`config.mk`:
```
export PLATFORM = sky130hd
export DESIGN_NAME = uri_component_splitter
export DESIGN_NICKNAME = d
export VERILOG_FILES = /design/src/ucs_pkg.sv /design/src/ucs_ram.sv /design/src/uri_component_splitter.sv
export SDC_FILE = /design/constraint.sdc
export NUM_CORES = 1
export LEC_CHECK = 0
export ABC_AREA = 0
export BUFFER_PORTS_ARGS = -buffer_cell sky130_fd_sc_hd__buf_2
export CAP_MARGIN = 20
export CORE_UTILIZATION = 25
export CTS_CLUSTER_DIAMETER = 50
export DETAILED_ROUTE_END_ITERATION = 12
export PLACE_DENSITY = 0.36
export SYNTH_ARGS = -nofsm -noshare
export SYNTH_HDL_FRONTEND = slang
export SYNTH_SLANG_ARGS = --single-unit
```
`constraint.sdc`:
```
create_clock -name clk -period 17.2 [get_ports clk]
set_clock_uncertainty 0.15 [all_clocks]
set_input_delay 0.86 -clock clk [delete_from_list [all_inputs] [get_ports clk]]
set_output_delay 0.86 -clock clk [all_outputs]
set_load 0.05 [all_outputs]
```
`src/ucs_pkg.sv`:
```
// Package for the URI component splitter: step encoding, component codes,
// character constants and the hex digit decoder. No dependencies.
package ucs_pkg;

  localparam int IDX_W    = 6;
  localparam int NPARTS   = 8;
  localparam logic [IDX_W-1:0] NONE_IDX = 6'd63;
  localparam logic [5:0]  ITEM_CAP = 6'd63;

  localparam logic [3:0] COMP_SCHEME = 4'd0;
  localparam logic [3:0] COMP_USER   = 4'd1;
  localparam logic [3:0] COMP_AUTH   = 4'd2;
  localparam logic [3:0] COMP_PASS   = 4'd3;
  localparam logic [3:0] COMP_HOST   = 4'd4;
  localparam logic [3:0] COMP_PATH   = 4'd5;
  localparam logic [3:0] COMP_QUERY  = 4'd6;
  localparam logic [3:0] COMP_ANCHOR = 4'd7;
  localparam logic [3:0] COMP_SUM    = 4'd8;

  localparam logic [7:0] CH_NUL   = 8'h00;
  localparam logic [7:0] CH_AT    = 8'h40;
  localparam logic [7:0] CH_SLASH = 8'h2F;
  localparam logic [7:0] CH_COLON = 8'h3A;
  localparam logic [7:0] CH_SEMI  = 8'h3B;
  localparam logic [7:0] CH_QUEST = 8'h3F;
  localparam logic [7:0] CH_HASH  = 8'h23;
  localparam logic [7:0] CH_PCT   = 8'h25;
  localparam logic [7:0] CH_ZERO  = 8'h30;
  localparam logic [7:0] CH_NINE  = 8'h39;

  typedef enum logic [4:0] {
    S_LOAD, S_START,
    A_RUN, A_SL1, A_SL2,
    B_SL1, B_SL2, B_SKIP, B_USER, B_AUTH, B_PW, B_PW2,
    C_USER, C_AUTH,
    H_HOST, H_PORT, H_PATH, H_QUERY, H_ANCHOR, H_REST,
    E_PART, E_C0, E_C1, E_C2, E_SUM
  } ucs_step_t;

  // bit 4: valid hex digit, bits 3:0: its value
  function automatic logic [4:0] hex_val(input logic [7:0] c);
    logic [4:0] r;
    r = 5'd0;
    if (c >= 8'h30 && c <= 8'h39) r = {1'b1, 4'(c - 8'h30)};
    else if (c >= 8'h41 && c <= 8'h46) r = {1'b1, 4'(c - 8'h37)};
    else if (c >= 8'h61 && c <= 8'h66) r = {1'b1, 4'(c - 8'h57)};
    return r;
  endfunction

endpackage

```
`src/ucs_ram.sv`:
```
// Generic single-write, single-read RAM with registered read data.
// No dependencies.
module ucs_ram #(
  parameter int WIDTH = 8,
  parameter int DEPTH = 48
) (
  input  logic                     clk,
  input  logic                     we,
  input  logic [$clog2(DEPTH)-1:0] waddr,
  input  logic [WIDTH-1:0]         wdata,
  input  logic [$clog2(DEPTH)-1:0] raddr,
  output logic [WIDTH-1:0]         rdata
);

  logic [WIDTH-1:0] mem [DEPTH];

  always_ff @(posedge clk) begin
    if (we) mem[waddr] <= wdata;
    rdata <= mem[raddr];
  end

endmodule

```
`src/uri_component_splitter.sv`:
```
// URI component splitter top level: loads a string, splits it and percent-decodes all components but auth and query.
// Depends on ucs_pkg and ucs_ram.
//
//  channel | ports                                      | direction
//  in      | in_valid, in_stall, in_byte, in_last       | bytes of one URI string
//  out     | out_valid, out_stall, out_byte, out_*      | tagged component bytes, summary
//
// Loading takes one byte per cycle while in_stall is low. After the last byte the split walks
// the string through the single read port of the text store. rst_n is synchronous and
// clears all control state. in_stall is high from the last byte until the summary
// transaction is registered; out_stall holds the sequencer while a result waits in the
// output register.
module uri_component_splitter
  import ucs_pkg::*;
#(
  parameter int MAX_CHARS = 48
) (
  input  logic        clk,
  input  logic        rst_n,
  input  logic        in_valid,
  output logic        in_stall,
  input  logic [7:0]  in_byte,
  input  logic        in_last,
  output logic        out_valid,
  input  logic        out_stall,
  output logic [7:0]  out_byte,
  output logic        out_byte_valid,
  output logic [3:0]  out_component,
  output logic        out_component_end,
  output logic [15:0] out_port_value,
  output logic        out_has_port,
  output logic        out_truncated,
  output logic        out_last
);

  localparam int AW = $clog2(MAX_CHARS);
  localparam logic [IDX_W-1:0] MAXC = IDX_W'(MAX_CHARS);

  ucs_step_t step_r, step_nxt;
  logic             ph_r, ph_nxt;
  logic [IDX_W-1:0] cnt_r, cnt_nxt;
  logic [IDX_W-1:0] at_r, at_nxt, slash_r, slash_nxt, colon_r, colon_nxt, zero_r, zero_nxt;
  logic             ovf_r, ovf_nxt;
  logic [IDX_W-1:0] p_r, p_nxt, s_r, s_nxt, i_r, i_nxt;
  logic             tgt_r, tgt_nxt;
  logic [3:0]       comp_r, comp_nxt;
  logic [3:0]       hi_r, hi_nxt;
  logic [15:0]      port_r, port_nxt;
  logic             hport_r, hport_nxt, cut_r, cut_nxt;
  logic [5:0]       nout_r, nout_nxt;
  logic [IDX_W-1:0] part_s_r [NPARTS];
  logic [IDX_W-1:0] part_s_nxt [NPARTS];
  logic [IDX_W-1:0] part_e_r [NPARTS];
  logic [IDX_W-1:0] part_e_nxt [NPARTS];
  logic [NPARTS-1:0] part_on_r, part_on_nxt, part_raw_r, part_raw_nxt;

  logic        ov_r, ov_nxt;
  logic [7:0]  ob_r, ob_nxt;
  logic        obv_r, obv_nxt, oend_r, oend_nxt, ohp_r, ohp_nxt, otr_r, otr_nxt;
  logic        olast_r, olast_nxt;
  logic [3:0]  ocomp_r, ocomp_nxt;
  logic [15:0] oport_r, oport_nxt;

  logic [7:0]       rdata, c;
  logic [IDX_W-1:0] str_len;
  logic             in_acc, out_free;

  ucs_ram #(.WIDTH(8), .DEPTH(MAX_CHARS)) u_text (
    .clk   (clk),
    .we    (in_acc && (cnt_r < MAXC)),
    .waddr (cnt_r[AW-1:0]),
    .wdata (in_byte),
    .raddr (p_r[AW-1:0]),
    .rdata (rdata)
  );

  assign in_stall = (step_r != S_LOAD);
  assign in_acc   = in_valid && !in_stall;
  assign out_free = !ov_r || !out_stall;
  assign str_len  = (zero_r < cnt_r) ? zero_r : cnt_r;
  assign c        = (p_r < str_len) ? rdata : CH_NUL;

  always_comb begin
    logic             at_ok, colon_ok, stop, tail_inc, want_put, marker, is_end;
    logic [7:0]       put_byte;
    logic             put_bv;
    logic [IDX_W-1:0] ni, pe, pt;
    logic [2:0]       tk;
    logic [19:0]      wide;
    logic [4:0]       hv;
    ucs_step_t        tail;

    step_nxt = step_r;  cnt_nxt = cnt_r;  at_nxt = at_r;  slash_nxt = slash_r;
    colon_nxt = colon_r;  zero_nxt = zero_r;  ovf_nxt = ovf_r;
    p_nxt = p_r;  s_nxt = s_r;  i_nxt = i_r;  tgt_nxt = tgt_r;  comp_nxt = comp_r;
    hi_nxt = hi_r;  port_nxt = port_r;  hport_nxt = hport_r;  cut_nxt = cut_r;
    nout_nxt = nout_r;  part_s_nxt = part_s_r;  part_e_nxt = part_e_r;
    part_on_nxt = part_on_r;  part_raw_nxt = part_raw_r;
    ov_nxt = ov_r && out_stall;  ob_nxt = ob_r;  obv_nxt = obv_r;  ocomp_nxt = ocomp_r;
    oend_nxt = oend_r;  oport_nxt = oport_r;  ohp_nxt = ohp_r;  otr_nxt = otr_r;
    olast_nxt = olast_r;

    at_ok    = at_r < str_len;
    colon_ok = (colon_r < str_len) && !((slash_r < str_len) && (slash_r < colon_r));
    want_put = 1'b0;  marker = 1'b0;  put_byte = CH_NUL;  put_bv = 1'b1;
    ni = i_r;  tk = 3'd0;  stop = 1'b0;  is_end = 1'b0;
    hv = hex_val(c);
    wide = ({4'd0, port_r} << 3) + ({4'd0, port_r} << 1) + 20'(c - CH_ZERO);
    pt = p_r + IDX_W'(1);

    tail_inc = 1'b0;
    if (c == CH_SLASH) tail = H_PATH;
    else if (c == CH_QUEST) begin
      tail = H_QUERY;
      tail_inc = 1'b1;
    end else if (c == CH_HASH) tail = H_ANCHOR;
    else if (c != CH_NUL) tail = H_REST;
    else tail = E_PART;
    pe = tail_inc ? pt : p_r;

    case (step_r)
      S_LOAD: begin
        if (in_acc) begin
          if (cnt_r < MAXC) begin
            if (in_byte == CH_AT && at_r == NONE_IDX) at_nxt = cnt_r;
            if (in_byte == CH_SLASH && slash_r == NONE_IDX) slash_nxt = cnt_r;
            if (in_byte == CH_COLON && colon_r == NONE_IDX) colon_nxt = cnt_r;
            if (in_byte == CH_NUL && zero_r == NONE_IDX) zero_nxt = cnt_r;
            cnt_nxt = cnt_r + IDX_W'(1);
          end else begin
            ovf_nxt = 1'b1;
          end
          if (in_last) step_nxt = S_START;
        end
      end
      S_START: begin
        part_on_nxt = '0;  port_nxt = '0;  hport_nxt = 1'b0;  cut_nxt = 1'b0;
        nout_nxt = '0;  comp_nxt = COMP_SCHEME;  tgt_nxt = 1'b0;
        p_nxt = '0;  s_nxt = '0;
        if (colon_ok && !at_ok) step_nxt = A_RUN;
        else if (colon_ok && at_ok && colon_r < at_r) begin
          p_nxt = colon_r + IDX_W'(1);
          step_nxt = B_SL1;
        end else if (at_ok) step_nxt = C_USER;
        else step_nxt = H_HOST;
      end
      A_RUN: if (ph_r) begin
        if (c == CH_NUL || c == CH_COLON) begin
          stop = 1'b1;  tk = COMP_SCHEME[2:0];
          p_nxt = pt;  step_nxt = A_SL1;
        end else p_nxt = pt;
      end
      A_SL1, A_SL2: if (ph_r) begin
        if (c == CH_SLASH) p_nxt = pt;
        if (c == CH_SLASH && step_r == A_SL1) step_nxt = A_SL2;
        else begin
          s_nxt = (c == CH_SLASH) ? pt : p_r;
          step_nxt = H_HOST;
        end
      end
      B_SL1: if (ph_r) begin
        if (c == CH_SLASH) begin
          p_nxt = pt;  step_nxt = B_SL2;
        end else begin
          p_nxt = '0;  s_nxt = '0;  step_nxt = B_USER;
        end
      end
      B_SL2: if (ph_r) begin
        if (c == CH_SLASH) begin
          part_s_nxt[COMP_SCHEME[2:0]] = '0;
          part_e_nxt[COMP_SCHEME[2:0]] = colon_r;
          part_on_nxt[COMP_SCHEME[2:0]] = 1'b1;
          part_raw_nxt[COMP_SCHEME[2:0]] = 1'b0;
          p_nxt = colon_r + IDX_W'(1);  step_nxt = B_SKIP;
        end else begin
          p_nxt = '0;  s_nxt = '0;  step_nxt = B_USER;
        end
      end
      B_SKIP: if (ph_r) begin
        if (c == CH_SLASH) p_nxt = pt;
        else begin
          tgt_nxt = 1'b1;  s_nxt = p_r;  step_nxt = B_USER;
        end
      end
      B_USER, B_AUTH, B_PW, B_PW2, C_USER, C_AUTH: if (ph_r) begin
        stop = (c == CH_NUL) || (c == CH_AT);
        if ((step_r == B_USER || step_r == C_USER) && c == CH_SEMI) stop = 1'b1;
        if (step_r != B_PW2 && step_r != C_USER && step_r != C_AUTH && c == CH_COLON)
          stop = 1'b1;
        if (step_r == B_USER && c == CH_COLON) stop = 1'b1;
        if (!stop) p_nxt = pt;
        else begin
          case (step_r)
            B_USER:  tk = tgt_r ? COMP_USER[2:0] : COMP_SCHEME[2:0];
            B_AUTH, C_AUTH: tk = COMP_AUTH[2:0];
            C_USER:  tk = COMP_USER[2:0];
            default: tk = COMP_PASS[2:0];
          endcase
          s_nxt = p_r;
          if ((step_r == B_USER || step_r == C_USER) && c == CH_SEMI) begin
            p_nxt = pt;  s_nxt = pt;
            step_nxt = (step_r == B_USER) ? B_AUTH : C_AUTH;
          end else if ((step_r == B_USER || step_r == B_AUTH) && c == CH_COLON) begin
            p_nxt = pt;  s_nxt = pt;  step_nxt = B_PW;
          end else if (step_r == B_PW && c == CH_COLON) begin
            part_s_nxt[COMP_USER[2:0]] = part_s_r[COMP_AUTH[2:0]];
            part_e_nxt[COMP_USER[2:0]] = part_e_r[COMP_AUTH[2:0]];
            part_on_nxt[COMP_USER[2:0]] = part_on_r[COMP_AUTH[2:0]];
            part_raw_nxt[COMP_USER[2:0]] = part_raw_r[COMP_AUTH[2:0]];
            p_nxt = pt;  s_nxt = pt;  step_nxt = B_PW2;
          end else if (c == CH_NUL &&
                       (step_r == B_USER || step_r == B_AUTH ||
                        step_r == B_PW || step_r == B_PW2)) begin
            step_nxt = E_PART;
          end else begin
            if (c == CH_AT) begin
              p_nxt = pt;  s_nxt = pt;
            end
            step_nxt = H_HOST;
          end
        end
      end
      H_HOST: if (ph_r) begin
        if (c == CH_NUL || c == CH_COLON || c == CH_SLASH || c == CH_QUEST || c == CH_HASH)
        begin
          stop = 1'b1;  tk = COMP_HOST[2:0];
          if (c == CH_COLON) begin
            p_nxt = pt;  hport_nxt = 1'b1;  step_nxt = H_PORT;
          end else begin
            p_nxt = pe;  s_nxt = pe;  step_nxt = tail;
          end
        end else p_nxt = pt;
      end
      H_PORT: if (ph_r) begin
        if (c >= CH_ZERO && c <= CH_NINE) begin
          port_nxt = (wide > 20'd65535) ? 16'hFFFF : wide[15:0];
          p_nxt = pt;
        end else begin
          p_nxt = pe;  s_nxt = pe;  step_nxt = tail;
        end
      end
      H_PATH, H_QUERY, H_ANCHOR, H_REST: if (ph_r) begin
        stop = (c == CH_NUL);
        if (step_r != H_ANCHOR && (c == CH_QUEST || c == CH_HASH)) stop = 1'b1;
        if (step_r == H_QUERY && c == CH_QUEST) stop = 1'b0;
        if (!stop) p_nxt = pt;
        else begin
          case (step_r)
            H_QUERY:  tk = COMP_QUERY[2:0];
            H_ANCHOR: tk = COMP_ANCHOR[2:0];
            default:  tk = COMP_PATH[2:0];
          endcase
          if (step_r == H_REST) step_nxt = E_PART;
          else begin
            p_nxt = pe;  s_nxt = pe;  step_nxt = tail;
          end
        end
      end
      E_PART: begin
        if (comp_r == COMP_SUM) step_nxt = E_SUM;
        else if (!part_on_r[comp_r[2:0]]) comp_nxt = comp_r + 4'd1;
        else if (part_s_r[comp_r[2:0]] >= part_e_r[comp_r[2:0]]) begin
          want_put = 1'b1;  marker = 1'b1;  put_bv = 1'b0;
        end else begin
          i_nxt = part_s_r[comp_r[2:0]];  p_nxt = part_s_r[comp_r[2:0]];
          step_nxt = E_C0;
        end
      end
      E_C0: if (ph_r) begin
        if (!part_raw_r[comp_r[2:0]] && c == CH_PCT) begin
          p_nxt = i_r + IDX_W'(1);  step_nxt = E_C1;
        end else begin
          want_put = 1'b1;  put_byte = c;  ni = i_r + IDX_W'(1);
        end
      end
      E_C1: if (ph_r) begin
        if (hv[4]) begin
          hi_nxt = hv[3:0];  p_nxt = i_r + IDX_W'(2);  step_nxt = E_C2;
        end else begin
          want_put = 1'b1;  put_byte = CH_PCT;  ni = i_r + IDX_W'(1);
        end
      end
      E_C2: if (ph_r) begin
        want_put = 1'b1;
        if (hv[4]) begin
          put_byte = {hi_r, hv[3:0]};  ni = i_r + IDX_W'(3);
        end else begin
          put_byte = CH_PCT;  ni = i_r + IDX_W'(1);
        end
      end
      E_SUM: begin
        if (out_free) begin
          ov_nxt = 1'b1;  ob_nxt = CH_NUL;  obv_nxt = 1'b0;  ocomp_nxt = COMP_SUM;
          oend_nxt = 1'b1;  oport_nxt = port_r;  ohp_nxt = hport_r;
          otr_nxt = ovf_r || cut_r;  olast_nxt = 1'b1;
          cnt_nxt = '0;  at_nxt = NONE_IDX;  slash_nxt = NONE_IDX;  colon_nxt = NONE_IDX;
          zero_nxt = NONE_IDX;  ovf_nxt = 1'b0;
          step_nxt = S_LOAD;
        end
      end
      default: step_nxt = S_LOAD;
    endcase

    if (stop) begin
      part_s_nxt[tk] = s_r;
      part_e_nxt[tk] = p_r;
      part_on_nxt[tk] = 1'b1;
      part_raw_nxt[tk] = (tk == COMP_AUTH[2:0]) || (tk == COMP_QUERY[2:0]);
    end

    if (want_put) begin
      if (nout_r == ITEM_CAP) begin
        cut_nxt = 1'b1;  step_nxt = E_SUM;
      end else if (out_free) begin
        is_end = marker || (ni >= part_e_r[comp_r[2:0]]);
        ov_nxt = 1'b1;  ob_nxt = put_byte;  obv_nxt = put_bv;  ocomp_nxt = comp_r;
        oend_nxt = is_end || (nout_r == ITEM_CAP - 6'd1);
        oport_nxt = '0;  ohp_nxt = 1'b0;  otr_nxt = 1'b0;  olast_nxt = 1'b0;
        nout_nxt = nout_r + 6'd1;
        if (is_end) begin
          comp_nxt = comp_r + 4'd1;  step_nxt = E_PART;
        end else begin
          i_nxt = ni;  p_nxt = ni;  step_nxt = E_C0;
        end
      end else begin
        step_nxt = step_r;  p_nxt = p_r;
      end
    end

    ph_nxt = (p_nxt == p_r) && (step_r != S_LOAD);
  end

  always_ff @(posedge clk) begin
    if (!rst_n) begin
      step_r <= S_LOAD;  ph_r <= 1'b0;  cnt_r <= '0;
      at_r <= NONE_IDX;  slash_r <= NONE_IDX;  colon_r <= NONE_IDX;  zero_r <= NONE_IDX;
      ovf_r <= 1'b0;  ov_r <= 1'b0;  part_on_r <= '0;  comp_r <= '0;  nout_r <= '0;
      cut_r <= 1'b0;  hport_r <= 1'b0;  tgt_r <= 1'b0;
    end else begin
      step_r <= step_nxt;  ph_r <= ph_nxt;  cnt_r <= cnt_nxt;
      at_r <= at_nxt;  slash_r <= slash_nxt;  colon_r <= colon_nxt;  zero_r <= zero_nxt;
      ovf_r <= ovf_nxt;  ov_r <= ov_nxt;  part_on_r <= part_on_nxt;  comp_r <= comp_nxt;
      nout_r <= nout_nxt;  cut_r <= cut_nxt;  hport_r <= hport_nxt;  tgt_r <= tgt_nxt;
    end
  end

  always_ff @(posedge clk) begin
    p_r <= p_nxt;  s_r <= s_nxt;  i_r <= i_nxt;  hi_r <= hi_nxt;  port_r <= port_nxt;
    part_s_r <= part_s_nxt;  part_e_r <= part_e_nxt;  part_raw_r <= part_raw_nxt;
    ob_r <= ob_nxt;  obv_r <= obv_nxt;  ocomp_r <= ocomp_nxt;  oend_r <= oend_nxt;
    oport_r <= oport_nxt;  ohp_r <= ohp_nxt;  otr_r <= otr_nxt;  olast_r <= olast_nxt;
  end

  assign out_valid         = ov_r;
  assign out_byte          = ob_r;
  assign out_byte_valid    = obv_r;
  assign out_component     = ocomp_r;
  assign out_component_end = oend_r;
  assign out_port_value    = oport_r;
  assign out_has_port      = ohp_r;
  assign out_truncated     = otr_r;
  assign out_last          = olast_r;

`ifndef SYNTHESIS
  a_last_is_summary: assert property (@(posedge clk) disable iff (!rst_n)
    out_valid && out_last |-> out_component == COMP_SUM)
    else $error("last transaction is not a summary");
  a_summary_ends: assert property (@(posedge clk) disable iff (!rst_n)
    out_valid && out_component == COMP_SUM |-> out_component_end && out_last)
    else $error("summary without end marks");
  a_marker_ends: assert property (@(posedge clk) disable iff (!rst_n)
    out_valid && !out_byte_valid |-> out_component_end)
    else $error("empty marker without component end");
  a_busy_stalls: assert property (@(posedge clk) disable iff (!rst_n)
    step_r != S_LOAD |-> in_stall)
    else $error("input taken while splitting");
  a_last_byte_stalls: assert property (@(posedge clk) disable iff (!rst_n)
    in_valid && !in_stall && in_last |=> in_stall)
    else $error("input not held after last byte");
`endif

endmodule
```
Word level (Yosys, flattened, before mapping) --
Memory sizes are Yosys's and may differ from the RTL's. A register that Yosys moved wholly into a read port is not among the register bits. Index checks and enable logic that the tools add are counted.
Cells by class: bitwise operators 3, $add $sub $neg 14, equal/unequal tests 100, order comparisons 23, mux-type cells 325, reductions and logical operators 79
Operators by type and width (count):
- $mux W6 | 113
- $mux W5 | 37
- $mux W16 | 8
- $bwmux W48 | 2
- $mux W48 | 2
- $mux W1 | 94
- $mux W8 | 11
- $pmux W5 S16 | 1
- $pmux W6 S12 | 1
- $ne A3 B3 Y1 const B | 22
- $eq A8 B6 Y1 const B | 8
- $mux W4 | 16
- $pmux W6 S2 | 5
- $ne A2 B2 Y1 const B | 26
- $pmux W6 S8 | 1
- $eq A5 B5 Y1 const B | 9
- $lt A6 B6 Y1 | 7
- $eq A5 B4 Y1 const B | 8
- $bmux W6 S3 | 2
- $eq A6 B6 Y1 const B | 6
- $pmux W16 S2 | 1
- $add A6 B1 Y6 const B | 5
- $logic_and A1 B1 Y1 | 30
- $mux W3 | 9
- 62 further kinds | 120
Storage, ports and cells: input bits 13, memories 1, bits in registers 234, memory bits (writable) 384, output and inout bits 35
Memory list:
- u_text.mem | words 48, width 8, rd ports 1, clocked after memory_dff 1, write ports 1, line ucs_ram.sv:15 | logic [WIDTH-1:0] mem [DEPTH];

Logic depth before layout (Yosys ltp) --
Gate-level depths: netlist (run 1).
depth after elaboration 21, depth in mapped cells 44, depth with buffers taken out 41

Hierarchy --
From an unflattened synthesis (run 1), not the netlist that was laid out.
Unflattened totals: cell total of the unflattened synthesis 2597, area total of the unflattened synthesis 31166.1 um^2
By module, submodules not included:
- uri_component_splitter | times used 1, cells each 1807, area each 15831.4 um^2
- ucs_ram | times used 1, cells each 790, area each 15334.7 um^2

Worst setup path before layout (run 1) --
Ideal clock, no wire load.
path kind flip-flop to flip-flop, from register cnt_r[3], to register ph_r, setup time 0.092 ns, stages on the path, launching flop included 42, clock period less this slack 8.540 ns, arrival time 8.298 ns, setup slack 8.660 ns, cells stage by stage dfxtp_1 -> buf_1 -> inv_1 -> ha_1 -> a21oi_1 -> o21ai_2 -> o21ai_4 -> mux2i_1 -> ha_1 -> and2_1 -> mux2_2 -> buf_2 -> a21oi_1 -> clkbuf_1 -> and2_1 -> ha_1 -> clkbuf_1 -> a21oi_1 -> [... 6 more ...] -> a21o_1 -> o21ai_0 -> ha_1 -> nand2b_1 -> a21o_1 -> a21oi_1 -> nor2b_1 -> o21ai_0 -> nand2b_1 -> a21oi_1 -> nand2_1 -> or3_4 -> nand2b_4 -> buf_6 -> o21ai_1 -> a311oi_1 -> or4_1 -> nor4_1
On the way: cells in the longest elaborated chain, start to end 20, elaborated cells between the ends (all ways) 109
RTL lines:
- start, declared | line uri_component_splitter.sv:41 | logic [IDX_W-1:0] cnt_r, cnt_nxt;
- start signal, assigned | line uri_component_splitter.sv:340 | step_r <= step_nxt; ph_r <= ph_nxt; cnt_r <= cnt_nxt;
- $lt A6 B6 Y1 | line uri_component_splitter.sv:80 | assign str_len = (zero_r < cnt_r) ? zero_r : cnt_r;
- $mux W6 (*) | line uri_component_splitter.sv:80
- $lt A6 B6 Y1 | line uri_component_splitter.sv:81 | assign c = (p_r < str_len) ? rdata : CH_NUL;
- $mux W8 | line uri_component_splitter.sv:81
- $ge A8 B7 Y1, or another cell as far along | line ucs_pkg.sv:46 | else if (c >= 8'h61 && c <= 8'h66) r = {1'b1, 4'(c - 8'h57)};
- $logic_and A1 B1 Y1, or another cell as far along | line ucs_pkg.sv:46
- $mux W5, or another cell as far along | line ucs_pkg.sv:46
- $mux W5, or another cell as far along | line ucs_pkg.sv:45 | else if (c >= 8'h41 && c <= 8'h46) r = {1'b1, 4'(c - 8'h37)};
- [... 4 more ...]
- $ge A6 B6 Y1, or another cell as far along | line uri_component_splitter.sv:315 | is_end = marker || (ni >= part_e_r[comp_r[2:0]]);
- $logic_or A1 B1 Y1 / $pmux W6 S12 (equally long branches) | line uri_component_splitter.sv:315, uri_component_splitter.sv:121
- $mux W6 | line uri_component_splitter.sv:320 | if (is_end) begin
- $mux W6 | line uri_component_splitter.sv:314 | end else if (out_free) begin
- $mux W6 | line uri_component_splitter.sv:312 | if (nout_r == ITEM_CAP) begin
- $mux W6 (*) | line uri_component_splitter.sv:311 | if (want_put) begin
- $eq A6 B6 Y1 (*) | line uri_component_splitter.sv:330 | ph_nxt = (p_nxt == p_r) && (step_r != S_LOAD);
- $logic_and A1 B1 Y1 (*) | line uri_component_splitter.sv:330
- end signal, assigned | line uri_component_splitter.sv:340
- end, declared | line uri_component_splitter.sv:40 | logic ph_r, ph_nxt;
Mark *: on every way between the ends. The rest lies on a longest branch, timed or not. The select of a mux whose other input is x is not followed. A chain may end at the register's enable or synchronous reset.

Worst setup path in the final report (run 1) --
Ends and elaborated chain as after synthesis.

==> summary.txt, run 1 <==
Critical path
  • Type of origin of the critical path: flip-flop
  • Startpoint of the lowest-slack register-to-register path: cnt_r[3]$_SDFFE_PN0P_
  • R2r endpoint: ph_r$_SDFF_PN0_
  • Data arrival at the endpoint of the critical path: 11.21 ns
  • Worst Setup Path Type: flip-flop to flip-flop
  • Critical path launch point: cnt_r[3]$_SDFFE_PN0P_
  • Dominant delay contributor by cell family on the critical path: compound AO/OA/AOI/OAI gates
  • Worst path buffer plus inverter count: 4
  • Maximum fanout along the worst path: 15
  • Required time of the worst setup path: 17.61 ns
  • Top cell by count, worst path: sky130_fd_sc_hd__a21oi_1
  • Setup slack of the most critical reg-to-reg path: 6.39 ns
  • Peak per-stage delay on the critical path: 0.86 ns
  • Critical-path top delay cell: sky130_fd_sc_hd__a21oi_1
  • Cell depth of the worst setup path: 39
  • Number of cell instances on the worst register-to-register path: 39
  • Critical path endpoint category: flip-flop

Global route
  • Largest net degree at the start of global routing: 98
  • Overall overflow remaining after global route: 0
  • Via count of the first global-routing pass: 21.07k
  • Antenna violations before repair: 2
  • Global-route wire length before repair: 152,400 µm
  • GRT Total Usage: 16.70%

CTS
  • CTS HTree Levels: 3
  • Total setup buffers inserted after CTS: 0
  • Count of hold buffers inserted by post-cts repair: 0
  • Clock latency of the later-clocked register in the worst-skew pair: 0.68 ns
  • Sinks on Clock Net: 626
  • Clock-pin slew reported for the worst setup and hold paths after clock tree synthesis: 0.06 ns
  • Clock buffer depth: 3
  • Number of buffers created by CTS: 90
  • # resized after CTS: 0
  • TritonCTS clock tree: done
  • Master cell of the clock root buffer: sky130_fd_sc_hd__clkbuf_16

Floorplanning
  • Die Footprint: 0.1241 mm²
  • Die Y: 352.3 µm
  • Die outline width: 352.3 µm
  • Count of standard-cell rows: 128
  • Ports placed on the boundary: 48
  • Effective utilization at floorplan: 25.20%
  • Area inside the core boundary: 0.1217 mm²

Detailed routing
  • Via density per instance: 4.992
  • Iter 0 DRT Violations: 1,743
  • Detailed-route wire length: 105,200 µm
  • DR DRC count: 0
  • Routed vias: 20.89k
  • Routed wirelength normalized by instance count: 25.13 µm
  • DR pass1 iterations: 8
  • Final ANT Viol Nets: 0

Power and ir drop
  • Internal Dissipation: 0.003832 W
  • Part of the power in the clock network: 29.3%
  • Leakage power: 12.01 nW
  • Largest voltage drop on the vdd net: 0.1025 mV
  • Share of total power in sequential cells: 30.2%
  • Switching power: 0.002496 W
  • Proportion of total power due to net switching: 39.45%
  • Power density normalized to cell area: 176.3 mW/mm²
  • Logic pwr share: 40.5%

STA
  • Summed negative setup slack over all endpoints: 0 ns
  • Fmax achieved: 0.09254 GHz
  • Time the worst path needs with I/O delays and setup: 10.81 ns
  • Slew at the pin with the worst max-slew slack: 1.160 ns
  • Count of final hold-check violations: 0
  • # setup viols final: 0
  • Post-route fraction of the period consumed by the critical path: 62.83%
  • Setup repair after global routing missed its margin: no
  • Max Slew Vio Count: 0
  • Worst slew margin relative to its limit: 22.69%

Synthesis
  • Asr flop ratio synth: 0%
  • Multiplexer share of the synthesized area: 12.68%
  • Area fraction in and, or, nand and nor cells after synthesis: 9.953%
  • Mapped Area: 0.03067 mm²
  • Seq/Total Area, Yosys: 56.78%
  • Cells taking the most area after synthesis: sky130_fd_sc_hd__edfxtp_1, sky130_fd_sc_hd__mux4_2, sky130_fd_sc_hd__dfxtp_1
  • Dominant combinational cell family by area after synthesis: multiplexers
  • Adder and majority gate portion of the synthesized area: 4.226%
  • Library cell occupying the most area in the post-synthesis netlist: sky130_fd_sc_hd__edfxtp_1
  • Area fraction in compound gates after synthesis: 12.37%
  • Number of synthesized flops with an enable pin: 488
  • Post-Synthesis Mean Instance Area: 12.65 µm²
  • Area share of xor/xnor cells in the synthesized design: 1.281%
  • Most numerous cell in the Yosys netlist: sky130_fd_sc_hd__edfxtp_1
  • Warning count from the yosys run: 0
  • Commonest cells in the synthesized netlist: sky130_fd_sc_hd__edfxtp_1, sky130_fd_sc_hd__nand2_1, sky130_fd_sc_hd__nor2_1
  • Top_reg_cell synth: sky130_fd_sc_hd__edfxtp_1
  • Number of standard cells after synthesis: 2,425
  • Flop and latch count out of synthesis: 626
  • Cell variety after synth: 110
  • Share of the synthesized area in the top cell type: 47.78%
  • Mapped Nets: 2,531

Finish
  • Layout filler cell count: 12.39k
  • Area taken by flip-flops and latches: 0.01743 mm²
  • Multi-input gate area: 0.01244 mm²
  • Area grow syn2layout: 17.04%
  • Antenna diode count: 0
  • Number of nets in the final layout: 2,593
  • Final cell utilization of the core: 29.49%
  • Layout cells sized above 1: 18.36%

Run
  • Number of maximum-capacitance constraint violations: 0

Run status
  • Result of the run: completed

Worst hold path
  • WHS Path Cells: 2
  • Worst Hold Class: flip-flop to flip-flop
  • Worst hold start: out_port_value[13]$_DFF_P_
  • End point of the most critical hold path: out_port_value[13]$_DFF_P_

Placement
  • Final RePlAce weighted congestion: 0.9015
  • Detailed placer's ending HPWL: 72,380 µm
  • I/O Buffers: 47
## cells by family (layout without fill, tap and decap cells)
logic type	count (synthesis)	in the layout
mux	201	201
compound gates	578	578
simple gates	671	671
xor+xnor	44	44
buf+inv	210	345
fa+ha+maj	95	95
flops	626	626
## through the flow
stage          total power (W)  setup slack (ns)  instances  area [µm²]  hold slack, ns
3_5_place_dp          0.004502             6.523       4017       32840          0.2944
4_1_cts               0.006397             6.432       4182       35870          0.3025
6_report              0.006328             6.394       4185       35900          0.2994
5_1_grt               0.006697             5.523       4185       35900          0.3236
2_1_floorplan         0.003676             8.660       2425       30670          0.2817
3_3_place_gp          0.004504             6.725       4015       32830          0.2929
## placed cells by master (no fill, tap or decap), drive strengths merged, types with 23 or more instances in the layout
cell type	n
nand3	56
o21ai	167
nand2	231
inv	90
edfxtp	488
ha	78
o211ai	51
clkbuf	112
a211oi	27
mux2i	42
xnor2	31
a31oi	23
nor3	42
buf	103
a21oi	143
nor2	219
mux4	148
a21o	27
clkinv	32
dfxtp	138
## worst reg2reg max path, delay by kind of cell (launching register included)
kind	cells	cell delay [ns]
AOI/OAI and AO/OA	15	4.21
DFF	1	0.60
muxes	2	0.92
adders and majority gates	4	1.19
buffers and inverters	4	0.48
and+or+nand+nor	14	3.16
## worst max path at each step
stage,end
3_3_place_gp,ph_r$_SDFF_PN0_
4_1_cts,ph_r$_SDFF_PN0_
6_report,ph_r$_SDFF_PN0_
5_1_grt,ph_r$_SDFF_PN0_
3_5_place_dp,ph_r$_SDFF_PN0_
2_1_floorplan,ph_r$_SDFF_PN0_
## registers in the layout, indices dropped and copies added (netlist names), 8 cells and up
register        flops
out_port_value     16
part_s_r           48
part_on_r           8
part_raw_r          8
port_r             16
out_byte            8
u_text.rdata        8
part_e_r           48
u_text.mem        384
## cell type report
| class | instances | area share (%) |
|---|---|---|
| Multi-Input combinational cell | 1589 | 34.67 |
| Clock inverter | 54 | 1.638 |
| Clock buffer | 111 | 6.807 |
| Timing Repair Buffer | 104 | 1.879 |
| Inverter | 76 | 0.7947 |
| Sequential cell | 626 | 48.55 |
| Tap cell | 1625 | 5.664 |
## layer usage
layer  vias to the layer above  track usage, %  wire, µm
met5                         -               0         0
met4                         0           5.478      3196
met3                       165           2.303      4170
met2                       559           26.77     48720
met1                     10650           23.15     49060
li1                       9519               -         -
## power groups by stage
stage	Clock [W]	Sequential, W	Combinational [W]
global placement	0	0.00194	0.00256
floorplan	0	0.00193	0.00175
detailed placement	0	0.00194	0.00256
CTS	0.00191	0.00191	0.00257
finish	0.00186	0.00191	0.00256
global route	0.00196	0.00193	0.00280
(Power assumes the default switching activity.)
==> run 2: changes to the inputs <==
- clock period: 17.2 -> 10.35 ns (I/O delays scaled with it)
==> summary.txt, run 2 (same netlist as run 1, synthesis figures left out) <==
CTS
  • Number of buffers created by CTS: 88 (-2.2%)
  • Sinks on Clock Net: 626 (unchanged)
  • TritonCTS clock tree: done
  • Master cell of the clock root buffer: sky130_fd_sc_hd__clkbuf_16
  • Clock-pin slew reported for the worst setup and hold paths after clock tree synthesis: 0.05 ns (about the same)
  • Clock buffer depth: 3 (unchanged)
  • CTS HTree Levels: 3 (unchanged)
  • Count of hold buffers inserted by post-cts repair: 0 (unchanged)
  • Clock latency of the later-clocked register in the worst-skew pair: 0.70 ns (+0.02 ns)

Global route
  • GRT Total Usage: 17.02% (+0.32 points)
  • Global-route wire length before repair: 154,800 µm (+1.6%)
  • Antenna violations before repair: 1 (-1)
  • Via count of the first global-routing pass: 21.17k (+0.47%)
  • Largest net degree at the start of global routing: 97 (-1.0%)
  • Overall overflow remaining after global route: 0 (unchanged)

Detailed routing
  • Final ANT Viol Nets: 0 (unchanged)
  • Detailed-route wire length: 106,400 µm (+1.2%)
  • Routed vias: 21.14k (+1.2%)
  • Via density per instance: 5.043 (+1.0%)
  • DR DRC count: 0 (unchanged)
  • DR pass1 iterations: 6 (-2)
  • Routed wirelength normalized by instance count: 25.38 µm (+1.0%)
  • Iter 0 DRT Violations: 2,125 (+22%)

Placement
  • Detailed placer's ending HPWL: 73,560 µm (+1.6%)
  • Pre-CTS setup slack: 0.4086 ns (-6.114 ns)
  • I/O Buffers: 47 (unchanged)
  • Final RePlAce weighted congestion: 0.8849 (-1.8%)

STA
  • Time the worst path needs with I/O delays and setup: 9.519 ns (-1.288 ns)
  • Max Slew Vio Count: 0 (unchanged)
  • Final worst slack: 0.8313 ns (-5.562 ns)
  • # setup viols final: 0 (unchanged)
  • Post-route fraction of the period consumed by the critical path: 91.97% (+29 points)
  • Count of final hold-check violations: 0 (unchanged)
  • Summed negative setup slack over all endpoints: 0 ns (unchanged)
  • Worst slew margin relative to its limit: 19.97% (-2.7 points)
  • Fmax achieved: 0.1051 GHz (+14%)
  • Setup repair after global routing missed its margin: no
  • Slew at the pin with the worst max-slew slack: 1.196 ns (+0.03639 ns)

Floorplanning
  • Die outline width: 352.3 µm (unchanged)
  • Die Footprint: 0.1241 mm² (unchanged)
  • Ports placed on the boundary: 48 (unchanged)
  • Die Y: 352.3 µm (unchanged)
  • Effective utilization at floorplan: 25.20% (unchanged)
  • Count of standard-cell rows: 128 (unchanged)
  • Area inside the core boundary: 0.1217 mm² (unchanged)

Finish
  • Leading cell types in the layout, fill and taps excluded: sky130_fd_sc_hd__edfxtp_1, sky130_fd_sc_hd__nand2_1, sky130_fd_sc_hd__nor2_1
  • Number of flip-flops in the largest register: 384 (unchanged)
  • Largest Register: u_text.mem
  • Antenna diode count: 0 (unchanged)
  • Number of nets in the final layout: 2,600 (+0.27%)
  • Registers with the highest flip-flop counts: u_text.mem (384), part_e_r (48), part_s_r (48)
  • Area grow syn2layout: 17.30%
  • Leading cell type in the layout, fill and taps excluded: sky130_fd_sc_hd__edfxtp_1
  • Layout cells sized above 1: 18.34% (about the same)

Critical path
  • Critical path launch point: cnt_r[3]$_SDFFE_PN0P_
  • Maximum fanout along the worst path: 11 (-4)
  • Critical-path top delay cell: sky130_fd_sc_hd__a221oi_2
  • Data arrival at the endpoint of the critical path: 9.94 ns (-1.27 ns)
  • Dominant delay contributor by cell family on the critical path: compound AO/OA/AOI/OAI gates
  • Type of origin of the critical path: flip-flop
  • Critical path endpoint category: flip-flop
  • Required time of the worst setup path: 10.78 ns (-6.83 ns)
  • Worst path buffer plus inverter count: 3 (-1)
  • Peak per-stage delay on the critical path: 0.71 ns (-0.15 ns)
  • Worst Setup Path Type: flip-flop to flip-flop
  • Startpoint of the lowest-slack register-to-register path: cnt_r[3]$_SDFFE_PN0P_

Worst hold path
  • Worst Hold Class: input pin to flip-flop
  • Worst hold start: in_byte[5]

Run status
  • Result of the run: completed

Power and ir drop
  • Power density normalized to cell area: 294.7 mW/mm² (+67%)
  • Largest voltage drop on the vdd net: 0.1628 mV (+59%)
  • Leakage power: 12.03 nW (+0.12%)

Run
  • Number of maximum-capacitance constraint violations: 0 (unchanged)
-- run 2: changes by cell type in the layout (fill, tap and decap cells not counted), moves of 2 or more --
| cell | previous run | this run |
|---|---|---|
| sky130_fd_sc_hd__clkinv_1 | 5 | 15 |
| sky130_fd_sc_hd__clkinv_2 | 19 | 10 |
| sky130_fd_sc_hd__buf_4 | 52 | 60 |
| sky130_fd_sc_hd__clkbuf_8 | 7 | 1 |
| sky130_fd_sc_hd__bufinv_16 | 7 | 11 |
| sky130_fd_sc_hd__clkbuf_16 | 92 | 89 |
| sky130_fd_sc_hd__clkinv_4 | 5 | 7 |
| sky130_fd_sc_hd__clkinv_8 | 2 | 0 |
| sky130_fd_sc_hd__clkinvlp_4 | 1 | 3 |
| sky130_fd_sc_hd__inv_4 | 3 | 1 |
| sky130_fd_sc_hd__inv_8 | 1 | 3 |
-- run 2: final cells by class --
cell class	count	area [µm²]
clock buffers	101	2282
well taps	1625	2033
inverters	76	285.3
fillers	12420	85740
multi-input cells	1589	12460
repair buffers	113	743.2
clock inverters	63	749.5
flip-flops and latches	626	17430
-- run 2: repair_timing --
item,4_1_cts,5_1_grt
setup endpoints to repair,0,2
resized for setup,0,3
setup buffers,0,0
-- run 2: power by group --
group / leakage (nW) / internal (W) / switching, W
Combinational: 5.03 / 0.00160 / 0.00273
Sequential: 5.52 / 0.00292 / 0.000236
Clock: 1.48 / 0.00189 / 0.00122
-- run 2: worst paths after layout --
check             cells after the start                          end  slack [ns]
setup / recovery                     38              ph_r$_SDFF_PN0_        0.83
hold / removal                        1  u_text.mem[16][5]$_DFFE_PP_        0.08
setup reg to reg                     38              ph_r$_SDFF_PN0_        0.83
hold reg to reg                       2    out_port_value[4]$_DFF_P_        0.30
-- run 2: per-layer routing --
| metal | track usage [%] | wire length [µm] | up-vias |
|---|---|---|---|
| li1 | - | - | 9511 |
| met4 | 5.609 | 3344 | 0 |
| met1 | 23.41 | 48570 | 10820 |
| met5 | 0 | 0 | - |
| met2 | 26.81 | 49090 | 643 |
| met3 | 3.229 | 5418 | 172 |
-- run 2: through the flow --
step                      cells  total power, W  hold WS (ns)  instance area, µm²  util [%]
after floorplan            2425        0.006109        0.2817               30670         -
after CTS                  4189         0.01071       0.02099               35940     29.53
final                      4193         0.01060       0.08120               35980     29.56
after global routing       4193         0.01123       0.03097               35980     29.56
after global placement     4024        0.007529        0.2905               32900     27.03
after detailed placement   4025        0.007535        0.2953               32910     27.04
